$ cat src/rtl/core/msdf_pkg.sv
// Shared types and constants of the multichannel sample demultiplexer.
package msdf_pkg;

    // Ring organization.
    localparam int CHANNELS   = 8;
    localparam int RING_DEPTH = 1024;
    localparam int CH_W       = $clog2(CHANNELS);
    localparam int PTR_W      = $clog2(RING_DEPTH);
    localparam int ADDR_W     = CH_W + PTR_W;
    localparam int MEM_DEPTH  = CHANNELS * RING_DEPTH;

    // Field widths.
    localparam int SAMPLE_W = 12;
    localparam int VALUE_W  = 13;
    localparam int POPCH_W  = 3;
    localparam int COUNT_W  = 4;
    localparam int THR_W    = 10;
    localparam int CMP_W    = (PTR_W > THR_W) ? PTR_W : THR_W;
    localparam int CFG_W    = 10;
    localparam int CFG_IDX_W = 2;

    // Offset removed from a popped sample.
    localparam logic [VALUE_W-1:0] SAMPLE_OFFSET = VALUE_W'(2047);

    // Item kinds.
    localparam logic ACT_PUSH = 1'b0;
    localparam logic ACT_POP  = 1'b1;

    // Configuration register indexes.
    localparam logic [CFG_IDX_W-1:0] CFG_CHANNEL_COUNT   = 2'd0;
    localparam logic [CFG_IDX_W-1:0] CFG_BLOCK_THRESHOLD = 2'd1;
    localparam logic [CFG_IDX_W-1:0] CFG_SAMPLING_ENABLE = 2'd2;

    // Configuration register values.
    typedef struct packed {
        logic [COUNT_W-1:0] channel_count;
        logic [THR_W-1:0]   block_threshold;
        logic               sampling_enable;
    } cfg_t;

    // Request to the sample memory.
    typedef struct packed {
        logic                wr_en;
        logic                rd_en;
        logic [ADDR_W-1:0]   addr;
        logic [SAMPLE_W-1:0] wdata;
    } mem_req_t;

    // Outcome of one item as decided by the ring control.
    typedef struct packed {
        logic block_ready;
        logic dropped;
        logic pop_hit;
    } step_res_t;

endpackage

$ cat src/rtl/core/msdf_ring_ctrl.sv
// Ring pointers, round-robin channel counter and drop tracking.
module msdf_ring_ctrl (
    input  logic                           clk,
    input  logic                           rst_n,
    input  logic                           step,
    input  logic                           action,
    input  logic [msdf_pkg::SAMPLE_W-1:0]  sample,
    input  logic                           first_in_packet,
    input  logic [msdf_pkg::POPCH_W-1:0]   channel,
    input  msdf_pkg::cfg_t                 cfg,
    output msdf_pkg::mem_req_t             mem_req,
    output msdf_pkg::step_res_t            res
);

    logic [msdf_pkg::PTR_W-1:0] tail_reg [msdf_pkg::CHANNELS];
    logic [msdf_pkg::PTR_W-1:0] head_reg [msdf_pkg::CHANNELS];
    logic [msdf_pkg::PTR_W-1:0] tail_next [msdf_pkg::CHANNELS];
    logic [msdf_pkg::PTR_W-1:0] head_next [msdf_pkg::CHANNELS];
    logic [msdf_pkg::CH_W-1:0]  next_ch_reg;
    logic [msdf_pkg::CH_W-1:0]  next_ch_next;
    logic                       dropping_reg;
    logic                       dropping_next;

    logic [msdf_pkg::COUNT_W-1:0] active_n;
    logic [msdf_pkg::CH_W-1:0]    start_ch;
    logic                         start_drop;
    logic [msdf_pkg::CH_W-1:0]    push_ch;
    logic [msdf_pkg::COUNT_W-1:0] push_ch_inc;
    logic [msdf_pkg::PTR_W-1:0]   tail_inc;
    logic [msdf_pkg::CH_W-1:0]    pop_ch;
    logic                         pop_nonempty;
    logic [msdf_pkg::PTR_W-1:0]   occ0;

    // Clamp the channel count to the rings that exist.
    always_comb
    begin
        if (cfg.channel_count == '0)
        begin
            active_n = msdf_pkg::COUNT_W'(1);
        end
        else if (cfg.channel_count > msdf_pkg::COUNT_W'(msdf_pkg::CHANNELS))
        begin
            active_n = msdf_pkg::COUNT_W'(msdf_pkg::CHANNELS);
        end
        else
        begin
            active_n = cfg.channel_count;
        end
    end

    // A packet start on a sampled push restarts the counter and ends any dropping.
    assign start_ch   = first_in_packet ? '0 : next_ch_reg;
    assign start_drop = first_in_packet ? 1'b0 : dropping_reg;
    assign push_ch    = (msdf_pkg::COUNT_W'(start_ch) >= active_n) ? '0 : start_ch;
    assign push_ch_inc = msdf_pkg::COUNT_W'(push_ch) + msdf_pkg::COUNT_W'(1);
    assign tail_inc   = tail_reg[push_ch] + msdf_pkg::PTR_W'(1);

    assign pop_ch       = msdf_pkg::CH_W'(channel);
    assign pop_nonempty = (head_reg[pop_ch] != tail_reg[pop_ch]);

    // Next state of pointers and packet tracking for the item in hand.
    always_comb
    begin
        for (int i = 0; i < msdf_pkg::CHANNELS; i++)
        begin
            tail_next[i] = tail_reg[i];
            head_next[i] = head_reg[i];
        end
        next_ch_next  = next_ch_reg;
        dropping_next = dropping_reg;
        mem_req       = '0;
        mem_req.wdata = sample;
        res           = '0;

        if (step)
        begin
            if (action == msdf_pkg::ACT_PUSH)
            begin
                if (cfg.sampling_enable)
                begin
                    next_ch_next  = start_ch;
                    dropping_next = start_drop;
                    if (start_drop)
                    begin
                        res.dropped = 1'b1;
                    end
                    else if (tail_inc == head_reg[push_ch])
                    begin
                        dropping_next = 1'b1;
                        res.dropped   = 1'b1;
                    end
                    else
                    begin
                        mem_req.wr_en     = 1'b1;
                        mem_req.addr      = {push_ch, tail_reg[push_ch]};
                        tail_next[push_ch] = tail_inc;
                        next_ch_next = (push_ch_inc >= active_n) ? '0
                                       : msdf_pkg::CH_W'(push_ch_inc);
                    end
                end
            end
            else if (pop_nonempty)
            begin
                mem_req.rd_en     = 1'b1;
                mem_req.addr      = {pop_ch, head_reg[pop_ch]};
                head_next[pop_ch] = head_reg[pop_ch] + msdf_pkg::PTR_W'(1);
                res.pop_hit       = 1'b1;
            end
        end

        // Channel 0 fill level after this item.
        occ0 = tail_next[0] - head_next[0];
        res.block_ready = (msdf_pkg::CMP_W'(occ0) > msdf_pkg::CMP_W'(cfg.block_threshold));
    end

    // State registers.
    always_ff @(posedge clk or negedge rst_n)
    begin
        if (!rst_n)
        begin
            for (int i = 0; i < msdf_pkg::CHANNELS; i++)
            begin
                tail_reg[i] <= '0;
                head_reg[i] <= '0;
            end
            next_ch_reg  <= '0;
            dropping_reg <= 1'b0;
        end
        else
        begin
            for (int i = 0; i < msdf_pkg::CHANNELS; i++)
            begin
                tail_reg[i] <= tail_next[i];
                head_reg[i] <= head_next[i];
            end
            next_ch_reg  <= next_ch_next;
            dropping_reg <= dropping_next;
        end
    end

endmodule

$ cat config.mk
export PLATFORM = sky130hd
export DESIGN_NAME = msdf_ring_ctrl
export DESIGN_NICKNAME = d
export VERILOG_FILES = /design/src/rtl/core/msdf_pkg.sv /design/src/rtl/core/msdf_ring_ctrl.sv
export SDC_FILE = /design/constraint.sdc
export NUM_CORES = 1
export LEC_CHECK = 0
export BUFFER_PORTS_ARGS = -buffer_cell sky130_fd_sc_hd__buf_2
export CAP_MARGIN = 15
export CORE_UTILIZATION = 30
export CTS_CLUSTER_SIZE = 10
export DETAILED_ROUTE_END_ITERATION = 12
export GPL_ROUTABILITY_DRIVEN = 1
export MAX_ROUTING_LAYER = met4
export PLACE_DENSITY = 0.42
export SLEW_MARGIN = 30
export SYNTH_ARGS = -nofsm -noshare
export SYNTH_HDL_FRONTEND = slang
export SYNTH_SLANG_ARGS = --single-unit
$ cat constraint.sdc
create_clock -name clk -period 16 [get_ports clk]
set_input_delay 0.8 -clock clk [delete_from_list [all_inputs] [get_ports clk]]
set_output_delay 0.8 -clock clk [all_outputs]
set_load 0.02 [all_outputs]
-- Word-level counts from Yosys, hierarchy flattened
Cells that the tools add are included.
- bits in registers: 164
- output and inout bits: 30
- logic and storage cells: 95
- add/subtract/negate cells: 4
- magnitude comparators: 8
- eq/ne operators: 2
- muxes and demuxes: 52
- bitwise logic cells: 5
- reduce and logical (&&, ||, !) cells: 6
- operators with widths (cell ; count):
    80-bit two-way mux ; 8
    80-bit bitwise mux ; 2
    10-bit binary-select mux with 3-bit select ; 4
    10-bit two-way mux ; 10
    10-bit demux with 3-bit select ; 2
    13-bit two-way mux ; 4
    10-bit by 1-bit adder with 10-bit output (second input constant) ; 2
    15-bit two-way mux ; 1
    3-bit two-way mux ; 5
    14-bit two-way mux ; 1
    1-bit two-way mux ; 12
    10-bit equality test ; 1
    10-bit greater-than comparator ; 1
    10-bit != test ; 1
    10-bit subtractor ; 1
    4-bit >= comparator (second input constant) ; 2
    4-bit by 1-bit < comparator with 1-bit output (second input constant) ; 2
    4-bit two-way mux ; 2
    3-bit inverter with 4-bit output ; 2
    3-bit AND reduction ; 2
    5-bit AND reduction ; 1
    3-bit by 1-bit adder with 4-bit output (second input constant) ; 1
    3-bit by 4-bit >= comparator with 1-bit output ; 1
    4-bit >= comparator ; 1
    other kinds (5) ; 8

-- Depth between registers and ports, before layout
Gate-level depths: netlist of the first run.
- word-level depth: 18
- depth in mapped cells: 39

-- Worst setup path after synthesis of the first run
OpenSTA, ideal clock, no wires.
- path kind: input to output
- from: input port first_in_packet
- to: output port res[2] (netlist name)
- arrival: 8398 ps
- setup slack: 6802 ps
- stages: 36
- buffers on the path: 2
- cell sequence: nor2b_1 > clkbuf_1 > inv_2 > ha_1 > nand2b_1 > a211oi_1 > o21ai_0 > a21boi_1 > inv_1 > ha_1 > xnor2_1 > xnor2_1 > o211ai_1 > or4_1 > or4_4 > nand4_1 > buf_2 > mux2i_1 > inv_1 > ha_1 > nor2b_1 > o21ai_0 > nand2b_1 > a21o_1 > a21oi_1 > o21bai_1 > a21o_1 > a21o_1 > a21oi_1 > xnor2_1 > xnor2_1 > ha_1 > nand4_1 > nor3_1 > a2111oi_0 > a31oi_1
- RTL lines (element ; RTL line ; source):
    from (decl) ; msdf_ring_ctrl.sv:8 ; input logic first_in_packet,
    to (decl) ; msdf_ring_ctrl.sv:12 ; output msdf_pkg::step_res_t res

==> results of run 1 <==
-- power breakdown --
group	internal, mW	switching [mW]
combinational	0.314	0.472
clock	0.252	0.190
sequential	0.506	0.0916
-- synthesized netlist by cell type (6+ instances only) --
cell type and number:
nand2_1 44, clkbuf_1 39, xor2_1 19, xnor2_1 25, buf_1 8, a21o_1 13
nand2b_1 14, mux2_2 101, inv_1 42, o22ai_1 46, o221ai_1 10, a21oi_1 42
o211ai_1 7, mux2i_1 37, buf_4 14, buf_2 8, mux2_1 57, nand3_1 12
a211oi_1 9, nand4_1 8, a22oi_1 6, nor2b_1 12, mux4_2 16, o21ai_0 38
nor3_1 14, a221oi_1 21, dfrtp_1 164, ha_1 29, a22o_1 7, nor2_1 74
-- through the flow --
step           instances  hold slack [ns]   util  cell area (um2)
3_3_place_gp        1451            0.491  0.323            11100
6_report            1483            0.401  0.341            11700
3_5_place_dp        1451            0.494  0.323            11100
2_1_floorplan       1004            0.463      -            10500
4_1_cts             1482            0.493  0.340            11700
5_1_grt             1483            0.482  0.341            11700
-- cell families after synthesis --
kind of cell,share of synthesized area
muxes,0.239
adders and majority gates,0.0365
DFF,0.391
AOI/OAI and AO/OA,0.145
buffers and inverters,0.0464
xor gates and xnor gates,0.0367
and+or+nand+nor,0.105
-- how the worst min path moves through the flow --
stage          depth (start not counted)   from  slack (ns)                         end
2_1_floorplan                          2   flop        0.46                        flop
3_3_place_gp                           1   flop        0.49                        flop
3_5_place_dp                           1   flop        0.49                        flop
4_1_cts                                1  rst_n        0.49  asynchronous set/reset pin
5_1_grt                                1  rst_n        0.48  asynchronous set/reset pin
6_report                               1  rst_n        0.40  asynchronous set/reset pin
-- worst max-delay path: cells and delay by family (launching register included) --
family	cells	cell delay, ns
DFF	1	0.34
muxes	1	0.38
xor gates and xnor gates	4	1.14
adders and majority gates	4	1.16
and+or+nand+nor	9	3.04
buffers and inverters	6	1.32
AOI/OAI and AO/OA	13	3.01
-- layer usage --
metal	global-route usage	vias to the layer above
li1	-	3731
met1	0.321	4309
met2	0.349	278
met3	0.0469	52
met4	0.0741	0
met5	-	-
-- layout make-up --
| type | instances | area, um2 |
|---|---|---|
| timing repair buffer | 62 | 378 |
| inverter | 44 | 165 |
| clock inverter | 13 | 173 |
| fill | 3540 | 22700 |
| clock buffer | 18 | 439 |
| multi-input combinational | 727 | 5910 |
| tap | 455 | 569 |
| sequential | 164 | 4110 |
==> reports/metrics.cfg, run 1 <==
[placed_design]
gp_congestion = 1.00
numPortBuffers = 40
dp_hpwl_mm = 28.7
pre_cts_slack_ns = 4.72

[routing]
routed.top_layer = met4
drt_pass1_iterations = 5
wl_met1_mm = 18.5
drcViolationCount = 0
dr_wl_met2_mm = 18.0
drtIter0Drc = 763
routed_wl_mm = 39.7
vias = 8370
routed_via_density = 5.64
met3WireLength_mm = 2.21
wl_per_cell_um = 26.8
ant_nets = 0

[clock_network]
clock-sinks = 164
clkLatencyLatePin_ns = 0.45
hold_buffers = 0
post_cts_buffers = 0
cts.clk_slew.worst_paths_ns = 0.06
cts.path.max_buffers = 2
postCtsResizedCells = 0
cts.htree.levels = 4
clk_root_buffer_cell = clkbuf_16
cts_tree = yes
cts_buffers = 17

[timing]
timing.fmax_mhz = 85.7
max_slew_margin = 0.301
setup_viol = 0
final.setup_skew_ns = 0.0161
period_needed_ns = 11.67
setup_tns_ns = 0
postLayoutSetupSlackWorst_ns = 4.33
finalHoldViolations = 0
fin_crit_sh = 0.729
report.final.slew_viol_count = 0
worst_slew_pin_slew_ns = 1.05
rsz0062_at_grt = false

[yosys]
ys_seq_area_frac = 0.391
synth_fp_nets = 1069
syn-instance-count = 1004
synth_edf_count = 0
yosysTopAreaCellShare = 0.391
avgSynthCellArea_um2 = 10.4
synth.area.top_cells = dfrtp_1, mux2_2, mux2_1
synth-seq-cells = 164
yosysTopAreaCell = dfrtp_1
synth.distinct_cells = 70
async_reset_ff_frac = 1.00
yosys_warnings = 0
yosys_most_used_dff = dfrtp_1
syn_area_um2 = 10500

[worst_setup_path]
required_ns = 15.20
worstSetupEndpoint = res[2]
worstSetupEndpointType = primary output
start_kind = flop
r2r-end = tail_reg[78]
cpMaxStageDelayCell = nor2b_1
worstRegToRegCells = 18
cpPeakStageDelay_ns = 0.82
critPathKind = flop to primary output
r2r_slack_ns = 8.54
crit_fanout = 24
crit-reg2reg-launch = next_ch_reg[0]
crit_arrival_ns = 10.87
worstSetupStartpoint = next_ch_reg[0]

[die]
die_h_um = 189
io_pins = 65
coreArea_um2 = 34500
core.rowCount = 68
die_w_um = 189
die_area_um2 = 35700
start_util = 0.304

[run]
cap_violations = 0

[power_and_ir_drop]
p_leak_nw = 5.31
power.density_nw_per_um2 = 155
power_mw = 1.83
vdd_ir_drop_max_uv = 86.0

[global_route]
grt_usage = 0.236
grt_pass1_wl_mm = 59.5
antenna_found_initial = 2
grt_max_degree = 96
grt_pass1_vias = 8337
overflow = 0

[status]
status = complete, no violations

[cells_and_area]
synthToLayoutAreaGrowth_pct = 12.0
n_antenna_cell = 0
final_common_cell = dfrtp_1
drive_above_1_share = 0.225
most-common-layout-cells = dfrtp_1, mux2_2, nor2_1
final_nets = 1081

[min_path]
hp-class = input port to asynchronous set/reset pin

Note: power is estimated with default switching activity, not from simulation.
==> run 2: changes to the inputs <==
PLACE_DENSITY = 0.44   (was 0.42)
clock period = 9.76 ns   (was 16 ns; I/O delays follow)
==> reports/metrics.cfg, run 2 (synthesis gave the netlist of run 1 again) <==
[worst_setup_path]
worstSetupEndpointType = primary output
cpPeakStageDelay_ns = 0.84  ; +0.02 ns
worstRegToRegCells = 14  ; -4
crit_fanout = 10  ; -58%
required_ns = 9.27  ; -5.93 ns
critPathKind = flop to primary output
crit_arrival_ns = 8.64  ; -2.23 ns
cpMaxStageDelayCell = or4b_2
start_kind = flop

[timing]
timing.fmax_mhz = 110
setup_tns_ns = 0  ; unchanged
rsz0062_at_grt = false
final.setup_skew_ns = 0.0140  ; -0.00210 ns
report.final.slew_viol_count = 0  ; unchanged
max_slew_margin = 0.295  ; -0.00605
period_needed_ns = 9.13
fin_crit_sh = 0.935
worst_slew_pin_slew_ns = 1.05  ; +0.00734 ns
finalHoldViolations = 0  ; unchanged
fin_hold_ws_ns = 0.00407  ; -0.397 ns
setup_viol = 0  ; unchanged

[cells_and_area]
fill_cells = 3564  ; +0.68%
final_nets = 1109  ; +2.6%
synthToLayoutAreaGrowth_pct = 14.1
drive_above_1_share = 0.249  ; +0.0241
utilization = 0.347  ; +0.00665
final_common_cell = dfrtp_1
most-common-layout-cells = dfrtp_1, mux2_2, nor2_1

[routing]
vias = 8657  ; +3.4%
drtIter0Drc = 766  ; +0.39%
ant_nets = 0  ; unchanged
routed_via_density = 5.72  ; +1.4%
routed_wl_mm = 41.0  ; +3.1%
drt_pass1_iterations = 5  ; unchanged
wl_per_cell_um = 27.1  ; +1.1%
drcViolationCount = 0  ; unchanged

[power_and_ir_drop]
p_leak_nw = 5.46  ; +2.7%
vdd_ir_drop_max_uv = 129  ; +50%
power.density_nw_per_um2 = 255  ; +64%
power_mw = 3.05  ; +67%

[global_route]
grt_usage = 0.242  ; +0.00597
grt_pass1_vias = 8539  ; +2.4%
grt_max_degree = 59  ; -39%
grt_pass1_wl_mm = 60.5  ; +1.8%
antenna_found_initial = 0  ; -2
overflow = 0  ; unchanged

[die]
die_h_um = 189  ; unchanged
coreArea_um2 = 34500  ; unchanged
die_w_um = 189  ; unchanged
core.rowCount = 68  ; unchanged
die_area_um2 = 35700  ; unchanged
start_util = 0.304  ; unchanged
io_pins = 65  ; unchanged

[placed_design]
dp_hpwl_mm = 30.0  ; +4.5%
numPortBuffers = 40  ; unchanged
gp_congestion = 1.01  ; +0.49%

[status]
status = complete, no violations

[clock_network]
post_cts_buffers = 0  ; unchanged
hold_buffers = 0  ; unchanged
clock-sinks = 164  ; unchanged
clk_root_buffer_cell = clkbuf_16
cts_buffers = 17  ; unchanged
cts.path.max_buffers = 2  ; unchanged
cts.htree.levels = 4  ; unchanged
clkLatencyLatePin_ns = 0.45  ; about the same
cts_tree = yes
postCtsResizedCells = 0  ; unchanged
cts.clk_slew.worst_paths_ns = 0.07  ; about the same

[run]
cap_violations = 0  ; unchanged

[min_path]
hp-class = input port to asynchronous set/reset pin

==> run 2: where the power goes <==
group / leakage (nW) / internal, mW / switching (mW) / total, mW
registers: 2.15 / 0.829 / 0.154 / 0.983
clock network: 0.298 / 0.410 / 0.321 / 0.731
logic: 3.01 / 0.551 / 0.787 / 1.34
==> run 2: worst max-delay path, delay by kind of cell, from the launching register on <==
| family | cells | cell delay, ns |
|---|---|---|
| flops | 1 | 0.55 |
| buf+inv | 3 | 0.58 |
| xor+xnor | 3 | 0.47 |
| simple gates | 9 | 2.64 |
| compound gates | 13 | 2.43 |
| fa+ha+maj | 3 | 1.13 |
| mux | 1 | 0.36 |
==> run 2: final timing paths <==
| kind | from | slack, ns | end |
|---|---|---|---|
| setup / recovery | next_ch_reg[1] | 0.63 | res[2] |
| hold / removal | rst_n | 0.004 | asynchronous set/reset pin |
| setup reg to reg | next_ch_reg[1] | 4.32 | flop |
| hold reg to reg | flop | 0.51 | flop |
| max in group asynchronous | rst_n | 7.89 | asynchronous set/reset pin |
| min in group clk | action | 0.44 | dropping_reg |
==> run 2: per-layer routing <==
layer  part of all wire  GRT usage  vias up
met5                  0          -        -
met4              0.014     0.0527        0
li1                   -          -     3806
met2               0.46      0.373      343
met3              0.063     0.0404       43
met1               0.46      0.330     4465
==> run 2: cell type report <==
class,instances,area (um2),share of cell area
clock inverters,15,191,0.0160
clock buffers,17,425,0.0355
well taps,455,569,0.0475
flip-flops and latches,164,4110,0.343
inverters,44,165,0.0138
repair buffers,90,586,0.0489
multi-input cells,727,5930,0.495
diodes,1,2.50,0.000209
==> run 2: through the flow <==
| stage | instance area (um2) | std cells | setup WS [ns] |
|---|---|---|---|
| after detailed placement | 11300 | 1480 | 0.618 |
| after CTS | 12000 | 1512 | 0.467 |
| after global placement | 11300 | 1479 | 0.881 |
| after floorplan | 10500 | 1004 | 1.19 |
| after global routing | 12000 | 1512 | 0.0549 |
| final | 12000 | 1513 | 0.632 |
==> run 3: changes to the inputs <==
BUFFER_PORTS_ARGS = default   (was -buffer_cell sky130_fd_sc_hd__buf_2)
CORE_MARGIN = 3   (was default)
DONT_BUFFER_PORTS = 1   (was default)
PLACE_DENSITY = 0.42   (was 0.44)
==> reports/metrics.cfg, run 3 (synthesis gave the netlist of run 1 again) <==
[placed_design]
dpl_cell_area_um2 = 11100  ; -2.3%
dp_hpwl_mm = 28.9  ; -3.9%
numPortBuffers = 0  ; -100%
gp_congestion = 0.937  ; -7.1%

[cells_and_area]
fill_cells = 3477  ; -2.4%
design_area_um2 = 11800  ; -1.5%
synthToLayoutAreaGrowth_pct = 12.4
final_nets = 1072  ; -3.3%
final_common_cell = dfrtp_1
n_antenna_cell = 0  ; -1
most-common-layout-cells = dfrtp_1, mux2_2, nor2_1
drive_above_1_share = 0.225  ; -0.0243

[clock_network]
cts.htree.levels = 4  ; unchanged
clk_root_buffer_cell = clkbuf_16
cts_buffers = 17  ; unchanged
cts.path.max_buffers = 2  ; unchanged
clkLatencyLatePin_ns = 0.45  ; about the same
cts_tree = yes
cts.clk_slew.worst_paths_ns = 0.07  ; about the same
clock-sinks = 164  ; unchanged

[global_route]
grt.met3_usage = 0.0521  ; +0.0117
gr-usage-met1 = 0.312  ; -0.0188
grt_pass1_vias = 8511  ; -0.33%
grt_pass1_wl_mm = 60.2  ; -0.61%
grt_usage = 0.230  ; -0.0113
grt_max_degree = 165  ; +180%
antenna_found_initial = 0  ; unchanged
gr-usage-met2 = 0.343  ; -0.0305
overflow = 0  ; unchanged
top_usage_layer = met2

[status]
status = complete, no violations

[timing]
report.final.slew_viol_count = 0  ; unchanged
worst_slew_pin_slew_ns = 1.02  ; -0.0339 ns
fin_crit_sh = 0.927  ; -0.00783
final.setup_skew_ns = 0.0117  ; -0.00231 ns
max_slew_margin = 0.319  ; +0.0238
rsz0062_at_grt = false
setup_viol = 0  ; unchanged
setup_tns_ns = 0  ; unchanged
finalHoldViolations = 0  ; unchanged
period_needed_ns = 9.05  ; -0.0764 ns
timing.fmax_mhz = 110  ; +0.84%

[routing]
drtIter0Drc = 710  ; -7.3%
ant_nets = 0  ; unchanged
routed_via_density = 5.71  ; -0.26%
vias = 8378  ; -3.2%
drt_pass1_iterations = 5  ; unchanged
drcViolationCount = 0  ; unchanged
wl_per_cell_um = 27.9  ; +2.9%
routed_wl_mm = 40.9  ; -0.11%

[worst_setup_path]
cpMostUsedCell = a21o_1
crit_arrival_ns = 8.56  ; -0.08 ns
worstRegToRegCells = 18  ; +4
cpMaxStageDelayCell = or4b_2
cpPeakStageDelay_ns = 0.84  ; about the same
r2r_slack_ns = 4.30  ; -0.02 ns
critPathKind = flop to primary output
required_ns = 9.27  ; about the same
start_kind = flop
crit_fanout = 18  ; +8
crit-reg2reg-launch = next_ch_reg[0]
worstSetupEndpointType = primary output

[die]
start_util = 0.308  ; +0.00378
die_w_um = 193  ; +2.1%
io_pins = 65  ; unchanged
die_h_um = 193  ; +2.1%
die_area_um2 = 37200  ; +4.3%
core.rowCount = 67  ; -1.5%
coreArea_um2 = 34000  ; -1.2%

[run]
cap_violations = 0  ; unchanged

[power_and_ir_drop]
p_leak_nw = 5.28  ; -3.2%
power_mw = 3.00  ; -1.7%
power.density_nw_per_um2 = 254  ; -0.22%
vdd_ir_drop_max_uv = 156  ; +21%

[min_path]
hp-class = input port to asynchronous set/reset pin

-- run 3: power breakdown --
part / switching, mW / internal [mW] / total [mW]
registers: 0.153 / 0.829 / 0.982
logic: 0.790 / 0.551 / 1.34
clock network: 0.318 / 0.359 / 0.677
-- run 3: critical path, delay by kind of cell (launching register included) --
| kind | cells | cell delay [ns] |
|---|---|---|
| adder cells (fa/ha/maj) | 3 | 1.05 |
| XOR/XNOR | 3 | 0.47 |
| AO/OA/AOI/OAI | 13 | 2.68 |
| multiplexers | 1 | 0.30 |
| flip-flops | 1 | 0.37 |
| buffers and inverters | 3 | 0.61 |
| AND/OR/NAND/NOR | 9 | 2.61 |
-- run 3: final cells by class --
class                   count  area, um2  area share
repair buffers             52        423      0.0359
multi-input cells         728       5970       0.506
flip-flops and latches    164       4110       0.348
well taps                 448        561      0.0475
inverters                  44        165      0.0140
clock buffers              18        429      0.0364
clock inverters            14        143      0.0121
-- run 3: what timing repair did --
| item | 4_1_cts | 5_1_grt |
|---|---|---|
| pin swaps | 0 | 2 |
| hold buffers | 1 | 0 |
| endpoints found under the setup margin | 1 | 1 |
| endpoints found under the hold margin | 164 | 0 |
| gates resized for setup | 1 | 7 |
| setup buffers | 0 | 8 |
| cloned | 0 | 1 |
-- run 3: worst max-delay path by stage --
stage | start | slack [ns] | endpoint
after CTS | next_ch_reg[0] | 0.09 | res[2]
after detailed placement | cfg[12] | 0.20 | res[2]
final | next_ch_reg[1] | 0.71 | res[2]
after global placement | cfg[12] | 0.39 | res[2]
after floorplan | first_in_packet | 1.19 | res[2]
after global routing | next_ch_reg[1] | 0.06 | res[2]
-- run 3: through the flow --
step	std cells	setup slack, ns	util	hold slack (ns)
final	1468	0.708	0.347	0.0698
after global routing	1468	0.0626	0.347	0.138
after CTS	1459	0.0872	0.343	0.128
after detailed placement	1426	0.203	0.326	0.208
after global placement	1426	0.391	0.326	0.207
after floorplan	1004	1.19	-	0.192
-- run 3: metal layers --
| metal | routed length [um] | part of all wire |
|---|---|---|
| met1 | 18300 | 0.45 |
| met3 | 2950 | 0.072 |
| met2 | 18300 | 0.45 |
| met5 | 0 | 0 |
| met4 | 1350 | 0.033 |
